`config.mk`:
```
export PLATFORM = sky130hd
export DESIGN_NAME = json_structural_tokenizer_unit
export DESIGN_NICKNAME = d
export VERILOG_FILES = /design/src/sv/jst_pkg.sv /design/src/sv/json_structural_tokenizer_unit.sv
export SDC_FILE = /design/constraint.sdc
export NUM_CORES = 1
export LEC_CHECK = 0
export BUFFER_PORTS_ARGS = -buffer_cell sky130_fd_sc_hd__buf_4
export CAP_MARGIN = 20
export CORE_ASPECT_RATIO = 0.8
export CORE_MARGIN = 1
export CORE_UTILIZATION = 40
export DETAILED_ROUTE_END_ITERATION = 8
export GPL_TIMING_DRIVEN = 0
export PLACE_DENSITY = 0.63
export SLEW_MARGIN = 5
export SYNTH_ARGS = -nofsm -noshare
export SYNTH_HDL_FRONTEND = slang
export SYNTH_SLANG_ARGS = --single-unit
```
`constraint.sdc`:
```
create_clock -name clk -period 3.6 [get_ports clk]
set_input_delay 0.36 -clock clk [delete_from_list [all_inputs] [get_ports clk]]
set_output_delay 0.36 -clock clk [all_outputs]
set_load 0.005 [all_outputs]
```
`src/sv/jst_pkg.sv`:
```
// jst_pkg: shared types and constants for the json structural tokenizer
// token kinds, character codes, sizes and the token record
// no dependencies
package jst_pkg;

  localparam int POS_BITS   = 16;
  localparam int MAX_DEPTH  = 255;
  localparam int DEPTH_BITS = $clog2(MAX_DEPTH + 1);

  localparam int CHAR_BITS  = 16;
  localparam int START_BITS = 16;
  localparam int END_BITS   = 17;
  localparam int LEVEL_BITS = 9;

  // output queue
  localparam int QUEUE_DEPTH = 4;
  localparam int QPTR_BITS   = $clog2(QUEUE_DEPTH);
  localparam int QCNT_BITS   = $clog2(QUEUE_DEPTH + 1);

  // stream word widths
  localparam int IN_TDATA_BITS   = 16;
  localparam int OUT_TDATA_BITS  = 48;
  localparam int OUT_TUSER_BITS  = 4;
  localparam int OUT_TDATA_USED  = START_BITS + END_BITS + LEVEL_BITS;

  typedef enum logic [2:0] {
    TK_VALUE     = 3'd0,
    TK_KEY       = 3'd1,
    TK_OPEN_OBJ  = 3'd2,
    TK_CLOSE_OBJ = 3'd3,
    TK_OPEN_ARR  = 3'd4,
    TK_CLOSE_ARR = 3'd5,
    TK_COMMA     = 3'd6
  } tok_kind_t;

  localparam logic [CHAR_BITS-1:0] CH_SPACE  = 16'h0020;
  localparam logic [CHAR_BITS-1:0] CH_TAB    = 16'h0009;
  localparam logic [CHAR_BITS-1:0] CH_LF     = 16'h000A;
  localparam logic [CHAR_BITS-1:0] CH_CR     = 16'h000D;
  localparam logic [CHAR_BITS-1:0] CH_LBRACK = 16'h005B;
  localparam logic [CHAR_BITS-1:0] CH_LBRACE = 16'h007B;
  localparam logic [CHAR_BITS-1:0] CH_RBRACK = 16'h005D;
  localparam logic [CHAR_BITS-1:0] CH_RBRACE = 16'h007D;
  localparam logic [CHAR_BITS-1:0] CH_COMMA  = 16'h002C;
  localparam logic [CHAR_BITS-1:0] CH_COLON  = 16'h003A;
  localparam logic [CHAR_BITS-1:0] CH_DQUOTE = 16'h0022;
  localparam logic [CHAR_BITS-1:0] CH_SQUOTE = 16'h0027;
  localparam logic [CHAR_BITS-1:0] CH_BSLASH = 16'h005C;

  typedef struct packed {
    tok_kind_t                    kind;
    logic [START_BITS-1:0]        start_pos;
    logic signed [END_BITS-1:0]   end_pos;
    logic [LEVEL_BITS-1:0]        nest_level;
    logic                         depth_fault;
    logic                         run_end;
  } token_t;

endpackage

```
`src/sv/json_structural_tokenizer_unit.sv`:
```
// json_structural_tokenizer_unit: character stream in, structural token stream out
// scans one character per word and queues up to two tokens per character
// depends on jst_pkg
//
//  channel | dir | tdata (low bit up)                      | tuser                    | tlast
//  in_     | in  | char_code[15:0]                         | -                        | end_of_text
//  out_    | out | start_pos, end_pos, nest_level, zeros   | token_kind, depth_fault  | run_end
//
// one character is taken per cycle while in_tready is high; the scan is a few
// compares between the input port and a four-entry token queue, so a character's
// tokens are queued on the edge that accepts it and can leave on the next cycle
// a character that yields a value token plus a close or comma queues two tokens,
// which leave one at a time; in_tready drops while fewer than two queue slots are free
// rst_n is synchronous and active low; it clears the scan state and empties the queue
// out_tready low fills the queue, and the scan then stalls through in_tready
module json_structural_tokenizer_unit (
  input  logic                                 clk,
  input  logic                                 rst_n,
  input  logic                                 in_tvalid,
  output logic                                 in_tready,
  input  logic [jst_pkg::IN_TDATA_BITS-1:0]    in_tdata,  // char_code[15:0]
  input  logic                                 in_tlast,
  output logic                                 out_tvalid,
  input  logic                                 out_tready,
  output logic [jst_pkg::OUT_TDATA_BITS-1:0]   out_tdata, // start_pos[15:0], end_pos[32:16],
                                                          // nest_level[41:33], zero[47:42]
  output logic [jst_pkg::OUT_TUSER_BITS-1:0]   out_tuser, // token_kind[2:0], depth_fault[3]
  output logic                                 out_tlast
);

  // scan state
  logic                              esc_r, esc_nxt;
  logic                              quote_r, quote_nxt;
  logic                              single_r, single_nxt;
  logic [jst_pkg::DEPTH_BITS-1:0]    depth_r, depth_nxt;
  logic [jst_pkg::POS_BITS-1:0]      pos_r, pos_nxt;
  logic [jst_pkg::POS_BITS-1:0]      seg_r, seg_nxt;
  logic                              text_r, text_nxt;

  // token queue
  jst_pkg::token_t                   queue_r [jst_pkg::QUEUE_DEPTH];
  logic [jst_pkg::QPTR_BITS-1:0]     wr_ptr_r, wr_ptr_nxt;
  logic [jst_pkg::QPTR_BITS-1:0]     rd_ptr_r, rd_ptr_nxt;
  logic [jst_pkg::QCNT_BITS-1:0]     count_r, count_nxt;

  logic                              in_fire, out_fire;
  logic [jst_pkg::CHAR_BITS-1:0]     ch;
  logic                              is_quote, structural, is_blank;
  logic                              is_open, is_close, closes, value_first;
  logic [1:0]                        n_tok;
  logic [jst_pkg::START_BITS-1:0]    pos_lo;
  logic signed [jst_pkg::END_BITS-1:0] pos_prev;
  jst_pkg::token_t                   tok_val, tok_str, head;

  assign in_tready  = count_r <= jst_pkg::QCNT_BITS'(jst_pkg::QUEUE_DEPTH - 2);
  assign in_fire    = in_tvalid && in_tready;
  assign out_tvalid = count_r != '0;
  assign out_fire   = out_tvalid && out_tready;
  assign ch         = in_tdata[jst_pkg::CHAR_BITS-1:0];

  // character classification and quote / escape tracking
  always_comb begin
    is_quote   = (ch == jst_pkg::CH_DQUOTE) || (ch == jst_pkg::CH_SQUOTE);
    is_blank   = ch inside {jst_pkg::CH_SPACE, jst_pkg::CH_TAB, jst_pkg::CH_LF,
                            jst_pkg::CH_CR};
    esc_nxt    = esc_r;
    quote_nxt  = quote_r;
    single_nxt = single_r;
    structural = 1'b0;
    if (esc_r) begin
      esc_nxt = 1'b0;
    end else if (ch == jst_pkg::CH_BSLASH) begin
      esc_nxt = 1'b1;
    end else if (is_quote && !quote_r) begin
      quote_nxt  = 1'b1;
      single_nxt = (ch == jst_pkg::CH_SQUOTE);
    end else if (is_quote && ((ch == jst_pkg::CH_SQUOTE) == single_r)) begin
      quote_nxt = 1'b0;
    end else if (!quote_r) begin
      structural = ch inside {jst_pkg::CH_LBRACK, jst_pkg::CH_LBRACE,
                              jst_pkg::CH_RBRACK, jst_pkg::CH_RBRACE,
                              jst_pkg::CH_COMMA, jst_pkg::CH_COLON};
    end
  end

  // token build
  always_comb begin
    is_open     = (ch == jst_pkg::CH_LBRACE) || (ch == jst_pkg::CH_LBRACK);
    is_close    = (ch == jst_pkg::CH_RBRACE) || (ch == jst_pkg::CH_RBRACK);
    closes      = is_close || (ch == jst_pkg::CH_COMMA);
    value_first = structural && closes && text_r;
    n_tok       = structural ? (value_first ? 2'd2 : 2'd1) : 2'd0;
    pos_lo      = jst_pkg::START_BITS'(pos_r);
    // position minus one, -1 when the position is zero
    pos_prev    = jst_pkg::END_BITS'(pos_r) - jst_pkg::END_BITS'(1);

    tok_val.kind        = jst_pkg::TK_VALUE;
    tok_val.start_pos   = jst_pkg::START_BITS'(seg_r);
    tok_val.end_pos     = pos_prev;
    tok_val.nest_level  = jst_pkg::LEVEL_BITS'(depth_r) + jst_pkg::LEVEL_BITS'(1);
    tok_val.depth_fault = 1'b0;
    tok_val.run_end     = 1'b0;

    tok_str.start_pos   = pos_lo;
    tok_str.end_pos     = signed'(jst_pkg::END_BITS'(pos_lo));
    tok_str.nest_level  = jst_pkg::LEVEL_BITS'(depth_r);
    tok_str.depth_fault = 1'b0;
    tok_str.run_end     = 1'b1;
    depth_nxt           = depth_r;

    if (is_open) begin
      tok_str.kind = (ch == jst_pkg::CH_LBRACE) ? jst_pkg::TK_OPEN_OBJ : jst_pkg::TK_OPEN_ARR;
      if (depth_r >= jst_pkg::DEPTH_BITS'(jst_pkg::MAX_DEPTH)) begin
        tok_str.depth_fault = 1'b1;
        tok_str.nest_level  = jst_pkg::LEVEL_BITS'(jst_pkg::MAX_DEPTH);
      end else begin
        depth_nxt          = depth_r + jst_pkg::DEPTH_BITS'(1);
        tok_str.nest_level = jst_pkg::LEVEL_BITS'(depth_nxt);
      end
    end else if (is_close) begin
      tok_str.kind = (ch == jst_pkg::CH_RBRACE) ? jst_pkg::TK_CLOSE_OBJ : jst_pkg::TK_CLOSE_ARR;
      // close records the depth before closing
      if (depth_r == '0) begin
        tok_str.depth_fault = 1'b1;
      end else begin
        depth_nxt = depth_r - jst_pkg::DEPTH_BITS'(1);
      end
    end else if (ch == jst_pkg::CH_COLON) begin
      // key spans the segment, empty key gives end = start - 1
      tok_str.kind      = jst_pkg::TK_KEY;
      tok_str.start_pos = jst_pkg::START_BITS'(seg_r);
      tok_str.end_pos   = pos_prev;
    end else begin
      tok_str.kind = jst_pkg::TK_COMMA;
    end

    if (!structural) begin
      depth_nxt = depth_r;
    end
  end

  // segment and position update, cleared after end of text
  always_comb begin
    seg_nxt  = seg_r;
    text_nxt = text_r;
    pos_nxt  = pos_r + jst_pkg::POS_BITS'(1);
    if (structural) begin
      seg_nxt  = pos_r + jst_pkg::POS_BITS'(1);
      text_nxt = 1'b0;
    end else if (!is_blank) begin
      text_nxt = 1'b1;
    end
  end

  always_ff @(posedge clk) begin
    if (!rst_n) begin
      esc_r    <= 1'b0;
      quote_r  <= 1'b0;
      single_r <= 1'b0;
      depth_r  <= '0;
      pos_r    <= '0;
      seg_r    <= '0;
      text_r   <= 1'b0;
    end else if (in_fire) begin
      if (in_tlast) begin
        esc_r    <= 1'b0;
        quote_r  <= 1'b0;
        single_r <= 1'b0;
        depth_r  <= '0;
        pos_r    <= '0;
        seg_r    <= '0;
        text_r   <= 1'b0;
      end else begin
        esc_r    <= esc_nxt;
        quote_r  <= quote_nxt;
        single_r <= single_nxt;
        depth_r  <= depth_nxt;
        pos_r    <= pos_nxt;
        seg_r    <= seg_nxt;
        text_r   <= text_nxt;
      end
    end
  end

  // queue pointers
  always_comb begin
    wr_ptr_nxt = wr_ptr_r;
    rd_ptr_nxt = rd_ptr_r;
    count_nxt  = count_r;
    if (in_fire) begin
      wr_ptr_nxt = wr_ptr_r + jst_pkg::QPTR_BITS'(n_tok);
      count_nxt  = count_r + jst_pkg::QCNT_BITS'(n_tok);
    end
    if (out_fire) begin
      rd_ptr_nxt = rd_ptr_r + jst_pkg::QPTR_BITS'(1);
      count_nxt  = count_nxt - jst_pkg::QCNT_BITS'(1);
    end
  end

  always_ff @(posedge clk) begin
    if (!rst_n) begin
      wr_ptr_r <= '0;
      rd_ptr_r <= '0;
      count_r  <= '0;
    end else begin
      wr_ptr_r <= wr_ptr_nxt;
      rd_ptr_r <= rd_ptr_nxt;
      count_r  <= count_nxt;
    end
  end

  // queue storage, value token goes ahead of the structural one
  always_ff @(posedge clk) begin
    if (in_fire && structural) begin
      if (value_first) begin
        queue_r[wr_ptr_r]                           <= tok_val;
        queue_r[wr_ptr_r + jst_pkg::QPTR_BITS'(1)]  <= tok_str;
      end else begin
        queue_r[wr_ptr_r] <= tok_str;
      end
    end
  end

  assign head      = queue_r[rd_ptr_r];
  assign out_tdata = {(jst_pkg::OUT_TDATA_BITS - jst_pkg::OUT_TDATA_USED)'(0),
                      head.nest_level, head.end_pos, head.start_pos};
  assign out_tuser = {head.depth_fault, head.kind};
  assign out_tlast = head.run_end;

  // queue never overfills
  a_count_bound: assert property (@(posedge clk) disable iff (!rst_n)
    count_r <= jst_pkg::QCNT_BITS'(jst_pkg::QUEUE_DEPTH))
    else $error("token queue overfilled");

  // nesting depth stays within MAX_DEPTH
  a_depth_bound: assert property (@(posedge clk) disable iff (!rst_n)
    depth_r <= jst_pkg::DEPTH_BITS'(jst_pkg::MAX_DEPTH))
    else $error("depth beyond its limit");

  // end of text leaves a clean scan state
  a_eot_clear: assert property (@(posedge clk) disable iff (!rst_n)
    in_fire && in_tlast |=> pos_r == '0 && depth_r == '0 && !quote_r && !esc_r && !text_r)
    else $error("scan state not cleared after end of text");

  // a two-token character writes a value token that is not the run end
  a_pair_order: assert property (@(posedge clk) disable iff (!rst_n)
    in_fire && n_tok == 2'd2 |=> queue_r[$past(wr_ptr_r)].kind == jst_pkg::TK_VALUE
      && !queue_r[$past(wr_ptr_r)].run_end)
    else $error("token pair written out of order");

endmodule
```
==> key figures, run 1 <==
Run status
  • Status: finished clean

Clock tree
  • Total CTS buffers: 26
  • CTS tree: yes
  • Clk slew on worst S/H paths: 60 ps
  • CTS Sinks: 241
  • Cts hold-fix bufs: 0
  • Clock Path Buffers: 3
  • Post-CTS setup buffer count: 0
  • H-tree Lvls: 1
  • Clock Tree Root: clkbuf_16
  • Clock network latency to the later pin of the worst-skew pair: 560 ps

Logic synthesis
  • Synth Flop Type: edfxtp_1
  • Post-synth top area share: 40.53%
  • Yosys warns: 0
  • Post-synthesis async set-or-reset flop share: 0%
  • Top post-synthesis cells by area: edfxtp_1 41%, dfxtp_1 9.2%, mux4_2 7.9%
  • Synthesized flop and latch total: 241
  • Sequential element share of the synthesized area: 49.69%
  • Synth Area per Inst: roughly 11 sq um
  • Number of synthesized flops with an enable pin: 180
  • Post-synthesis cell area: 13340 sq um
  • Syn Inst Count: 1234
  • Unique masters post-synth: 89
  • Largest area contributor in the netlist: edfxtp_1

GRT
  • Total gr overflow: 0
  • Vias in the first global route: between 10000 and 15000
  • Tot GR Track Use: 26.43%
  • Initial antenna violation count: 0
  • First-pass GRT wire length: 66430 um
  • Pin count of the biggest net entering global routing: 48

STA
  • Final setup viols: 0
  • Final hold slack: 250.7 ps
  • Slew HR: 28.24%
  • Final clock skew: 20.32 ps
  • Final min period: between 3000 and 4000 ps
  • Worst slew pin tran: 1068 ps
  • Max Slew Vio Count: 0
  • Endpoints failing hold: 0
  • Final worst path period share: 98.44%
  • FMAX: 282.2 MHz

Worst setup path
  • R2R depth: 9
  • Critical path arrival: 3940 ps
  • Critical Path End Type: flip-flop
  • RR Endpoint: queue_r[0][23]
  • Worst R2R Start: pos_lo[0]
  • Crit Path Max Fanout: 9
  • Worst EP required: approximately 4000 ps
  • CP Class: flip-flop to flip-flop
  • Setup crit start: pos_lo[0]
  • R2R setup slack: 60 ps
  • Crit path launch type: flip-flop

Min path
  • Hold path endpoint: depth_r[1]
  • Hold Crit Class: input pin to flip-flop
  • Worst hold start: rst_n
  • Hold depth: 3

Floorplan
  • Starting Density: 40.87%
  • Die X: 206.1 um
  • Chip height: 165.3 um
  • Placeable Area: between 30000 and 40000 sq um
  • I/O pin count: 76
  • Die area: 34080 sq um
  • Rows: between 50 and 60

Placed design
  • Hpwl dp: 31920 um
  • Placed cell count: between 1500 and 2000
  • Area after DPL: 14480 sq um
  • RD Place Congestion: 0.9758
  • I/O Buffers: 67

Detailed routing
  • Via Count: ~11000
  • Routed Antenna Nets: 0
  • Wirelength, routed: approximately 45000 um
  • Drt first pass iters: 5
  • DRT iter0 DRCs: a little under 2000
  • Post-detailed-route via-to-cell ratio: between 6 and 7
  • Post-DR wirelength/cell: 25.14 um
  • Drt drc: 0

Cells and area
  • Diode count: 0
  • Fill count: 3015
  • Finished Layout Cells: 1784
  • Post-layout nets: 1366
  • Most frequent cells in the layout: 180 x edfxtp_1, 135 x nand2_1, 80 x clkbuf_1
  • Post-route cell area: 15430 sq um
  • Share of layout cells above drive strength 1: 17.98%
  • P&R area growth vs syn: 15.70%
  • Final Util: 47.29%
  • Commonest non-fill, non-tap cell in the layout: edfxtp_1

Power
  • Static leakage: 4.956 nW
  • Switching power: roughly 0.0018 W
  • Clock Power Share: 39.9%
  • Combinational cell fraction of total power: between 10% and 20%
  • Pint: 0.005101 W
  • Sw Ratio: 26.33%
  • Pwr dens: 448.8 nW/um^2
  • Sequential share of power: 43.8%
  • Maximum vdd drop: roughly 0.00031 V

Job
  • # Max-Cap Violations: 0
## worst max-delay path by stage
stage                     end  slack (ps)  cells after the start
3_3_place_gp   queue_r[3][13]       -1650                      9
4_1_cts            count_r[2]           6                     15
5_1_grt        queue_r[0][23]         -10                      9
6_report       queue_r[0][23]          60                      9
3_5_place_dp       count_r[2]        -550                     15
2_1_floorplan  queue_r[1][37]         150                      9
## worst max-delay path, stage by stage (launching register included)
cell and delay, ps:
dfxtp_1 310, buf_2 200, inv_1 190, ha_1 380, nor3b_2 610, nor3b_4 500
and3b_1 340, nand3b_1 290, or3_1 440, nand3_1 130
## metal layers
layer | GRT usage (%) | part of all wire (%) | up-vias | wire length (um)
met5 | 0 | 0 | - | 0
met4 | 8.122 | 3.0 | 0 | 1340
met3 | 5.004 | 12 | 97 | 5461
met2 | 38.04 | 42 | 752 | 18990
met1 | 39.83 | 42 | 5446 | 19050
li1 | - | - | 4949 | -
## Yosys cell counts, types with 23 or more instances
master,number
nor3_1,23
o21ai_0,66
a21oi_1,52
a21boi_0,26
a22o_1,58
nand2_1,138
dfxtp_1,61
o22ai_1,39
edfxtp_1,180
clkbuf_1,76
nor2_1,64
nand3_1,63
mux4_2,47
## cell families (layout without fill, tap and decap cells)
group	count (synthesis)	after routing	synth area share (%)
AOI/OAI and AO/OA	341	341	17.77
xor gates and xnor gates	25	25	1.642
adders and majority gates	8	8	0.8069
buffers and inverters	125	243	4.119
DFF	241	241	49.69
muxes	64	64	9.326
other	1	6	0.02812
and+or+nand+nor	429	429	16.62
## flip-flops by register name (all words and copies together), names as in the netlist, named ones only
signal / flops
text_r: 1
quote_r: 1
queue_r: 188
esc_r: 1
rd_ptr_r: 2
single_r: 1
wr_ptr_r: 2
depth_r: 8
seg_r: 16
pos_lo: 16
count_r: 3
## area by class of cell
class / instances / area (sq um) / area share, %
sequential: 241 / 6628 / 42.96
multi-input combinational: 873 / 6267 / 40.62
clock buffer: 33 / 708.2 / 4.590
timing repair buffer: 71 / 569.3 / 3.690
tap: 427 / 534.3 / 3.463
buffer: 111 / 510.5 / 3.309
clock inverter: 15 / 162.7 / 1.054
inverter: 13 / 48.80 / 0.3163
## power by group through the flow
stage	Sequential, W	Clock (W)	Combinational, W
floorplan	0.00305	0	0.000685
detailed placement	0.00306	0	0.00114
finish	0.00303	0.00276	0.00113
global placement	0.00306	0	0.00111
global route	0.00304	0.00288	0.00121
CTS	0.00303	0.00277	0.00112
## metrics by stage
step | power, W | TNS (ps) | setup WS (ps)
final | 0.006924 | 0 | 56.03
after global routing | 0.007125 | -10.21 | -10.21
after CTS | 0.006927 | 0 | 6.255
after detailed placement | 0.004202 | -29300 | -549.5
after global placement | 0.004164 | -254250 | -1652
after floorplan | 0.003734 | 0 | 152.0
## what timing repair did
action	4_1_cts	5_1_grt
setup endpoints to repair	48	26
gates resized for setup	7	8
pin swaps	0	1
Power figures use the tool's default switching activity.
==> run 2: changes to the inputs <==
RECOVER_POWER = 100   (was unset)
==> key figures, run 2 (synthesis gave the netlist of run 1 again) <==
Run status
  • Status: finished clean

Clock tree
  • Clk slew on worst S/H paths: around 60 ps
  • Clock Path Buffers: 3
  • CTS Sinks: 241
  • Cts hold-fix bufs: 0
  • H-tree Lvls: 1
  • Clock Tree Root: clkbuf_16
  • CTS tree: yes
  • Clock network latency to the later pin of the worst-skew pair: 550 ps
  • Total CTS buffers: 26

Detailed routing
  • Via Count: between 10000 and 15000
  • Post-DR wirelength/cell: 25.21 um
  • DRT iter0 DRCs: between 2000 and 2500
  • Post-detailed-route via-to-cell ratio: approximately 6.3
  • Routed Antenna Nets: 0
  • Drt drc: 0
  • Drt first pass iters: 7
  • Wirelength, routed: 44970 um

Min path
  • Worst hold start: rst_n
  • Hold path endpoint: depth_r[1]
  • Hold Crit Class: input pin to flip-flop
  • Hold depth: 3

GRT
  • Initial antenna violation count: 0
  • Vias in the first global route: 10320
  • Tot GR Track Use: 26.43%
  • Pin count of the biggest net entering global routing: 48
  • First-pass GRT wire length: ~66000 um
  • Total gr overflow: 0

Cells and area
  • Share of layout cells above drive strength 1: about 17%
  • Diode count: 0
  • Largest reg by FF count: queue_r
  • Largest register FFs: 188
  • P&R area growth vs syn: 15.45%
  • Finished Layout Cells: 1784
  • Post-layout nets: ~1400
  • Commonest non-fill, non-tap cell in the layout: edfxtp_1
  • Most frequent cells in the layout: 180 x edfxtp_1, 135 x nand2_1, 86 x clkbuf_1
  • Post-route cell area: 15400 sq um

Worst setup path
  • RR Endpoint: queue_r[0][23]
  • Crit path launch type: flip-flop
  • CP delay by family, top: simple AND/OR/NAND/NOR gates
  • CP bufs+invs: 2
  • CP max stage delay: 580 ps
  • Worst R2R Start: pos_lo[0]
  • R2R depth: 9
  • Critical Path End Type: flip-flop
  • Worst EP required: between 3000 and 4000 ps
  • Cell Chain, Critical Path: buf_2, inv_1, ha_1, nor3b_2, nor3b_4, and3b_1, nand3b_1, or3_1, nand3_1
  • Crit Path Max Fanout: 9
  • R2R setup slack: 60 ps
  • Slowest cell on crit path: nor3b_2
  • CP Class: flip-flop to flip-flop
  • Critical path arrival: slightly below 4000 ps

Floorplan
  • I/O pin count: 76
  • Starting Density: 40.87%
  • Die area: 34080 sq um
  • Chip height: about 170 um
  • Die X: 206.1 um
  • Placeable Area: 32630 sq um
  • Rows: 59

Placed design
  • I/O Buffers: 67
  • Area after DPL: between 10000 and 15000 sq um
  • RD Place Congestion: roughly 0.98
  • Hpwl dp: 31920 um
  • Post-place setup slack: -549.5 ps
  • Placed cell count: between 1500 and 2000

Power
  • Pwr dens: 449.6 nW/um^2
  • Maximum vdd drop: 0.0003149 V
  • Total power: 0.006921 W
  • Static leakage: between 4 and 5 nW

STA
  • Worst slew pin tran: between 1000 and 1500 ps
  • Max Slew Vio Count: 0
  • Endpoints failing hold: 0
  • Final clock skew: about 16 ps
  • Final worst setup slack: between 50 and 60 ps
  • Final min period: 3543 ps
  • Final setup viols: 0
  • FMAX: 282.3 MHz
  • Slew HR: 28.28%
  • Final worst path period share: 98.41%

Job
  • # Max-Cap Violations: 0
## run 2: metal layers
metal	global-route usage (%)	vias to the layer above	wire length, um
li1	-	4946	-
met1	39.83	5535	19060
met3	5.004	90	5435
met2	38.04	726	19080
met5	0	-	0
met4	8.122	0	1391
## run 2: how the worst max path moves through the flow
stage            startpoint              to  slack, ps  cells after the start
4_1_cts        in_tdata[13]      count_r[2]          6                     15
6_report          pos_lo[0]  queue_r[0][23]         60                      9
5_1_grt           pos_lo[0]  queue_r[0][23]        -10                      9
3_5_place_dp   in_tdata[13]      count_r[2]       -550                     15
2_1_floorplan   in_tdata[2]  queue_r[1][37]        150                      9
3_3_place_gp   in_tdata[13]  queue_r[3][13]      -1650                      9
## run 2: timing repair
action                     4_1_cts  5_1_grt
pin swaps                        0        1
gates resized for setup          7        8
setup endpoints to repair       48       26
setup buffers                    0        0
## run 2: area by class of cell
| class | count | area [sq um] |
|---|---|---|
| multi-input combinational | 873 | 6242 |
| tap | 427 | 534.3 |
| fill | 3022 | 17230 |
| buffer | 111 | 503.0 |
| clock inverter | 15 | 162.7 |
| sequential | 241 | 6628 |
| timing repair buffer | 71 | 569.3 |
| inverter | 13 | 48.80 |
| clock buffer | 33 | 708.2 |
## run 2: per-stage QoR
step | hold slack (ps) | setup TNS, ps | util (%)
after floorplan | 418.5 | 0 | -
after global placement | 426.3 | -254250 | 44.11
after detailed placement | 433.5 | -29300 | 44.36
after CTS | 249.5 | 0 | 47.12
after global routing | 266.4 | -10.31 | 47.19
final | 253.2 | 0 | 47.19
## run 2: worst register-to-register path: stages, from the launching register on
cell	delay (ps)
dfxtp_1	310
buf_2	200
inv_1	190
ha_1	380
nor3b_2	580
nor3b_4	510
and3b_1	340
nand3b_1	290
or3_1	450
nand3_1	140
## run 2: power by group
group | internal [W] | total [W] | leakage, nW | switching [W]
Clock | 0.00161 | 0.00276 | 0.425 | 0.00115
Sequential | 0.00297 | 0.00304 | 1.96 | 0.0000627
Combinational | 0.000513 | 0.00112 | 2.55 | 0.000609
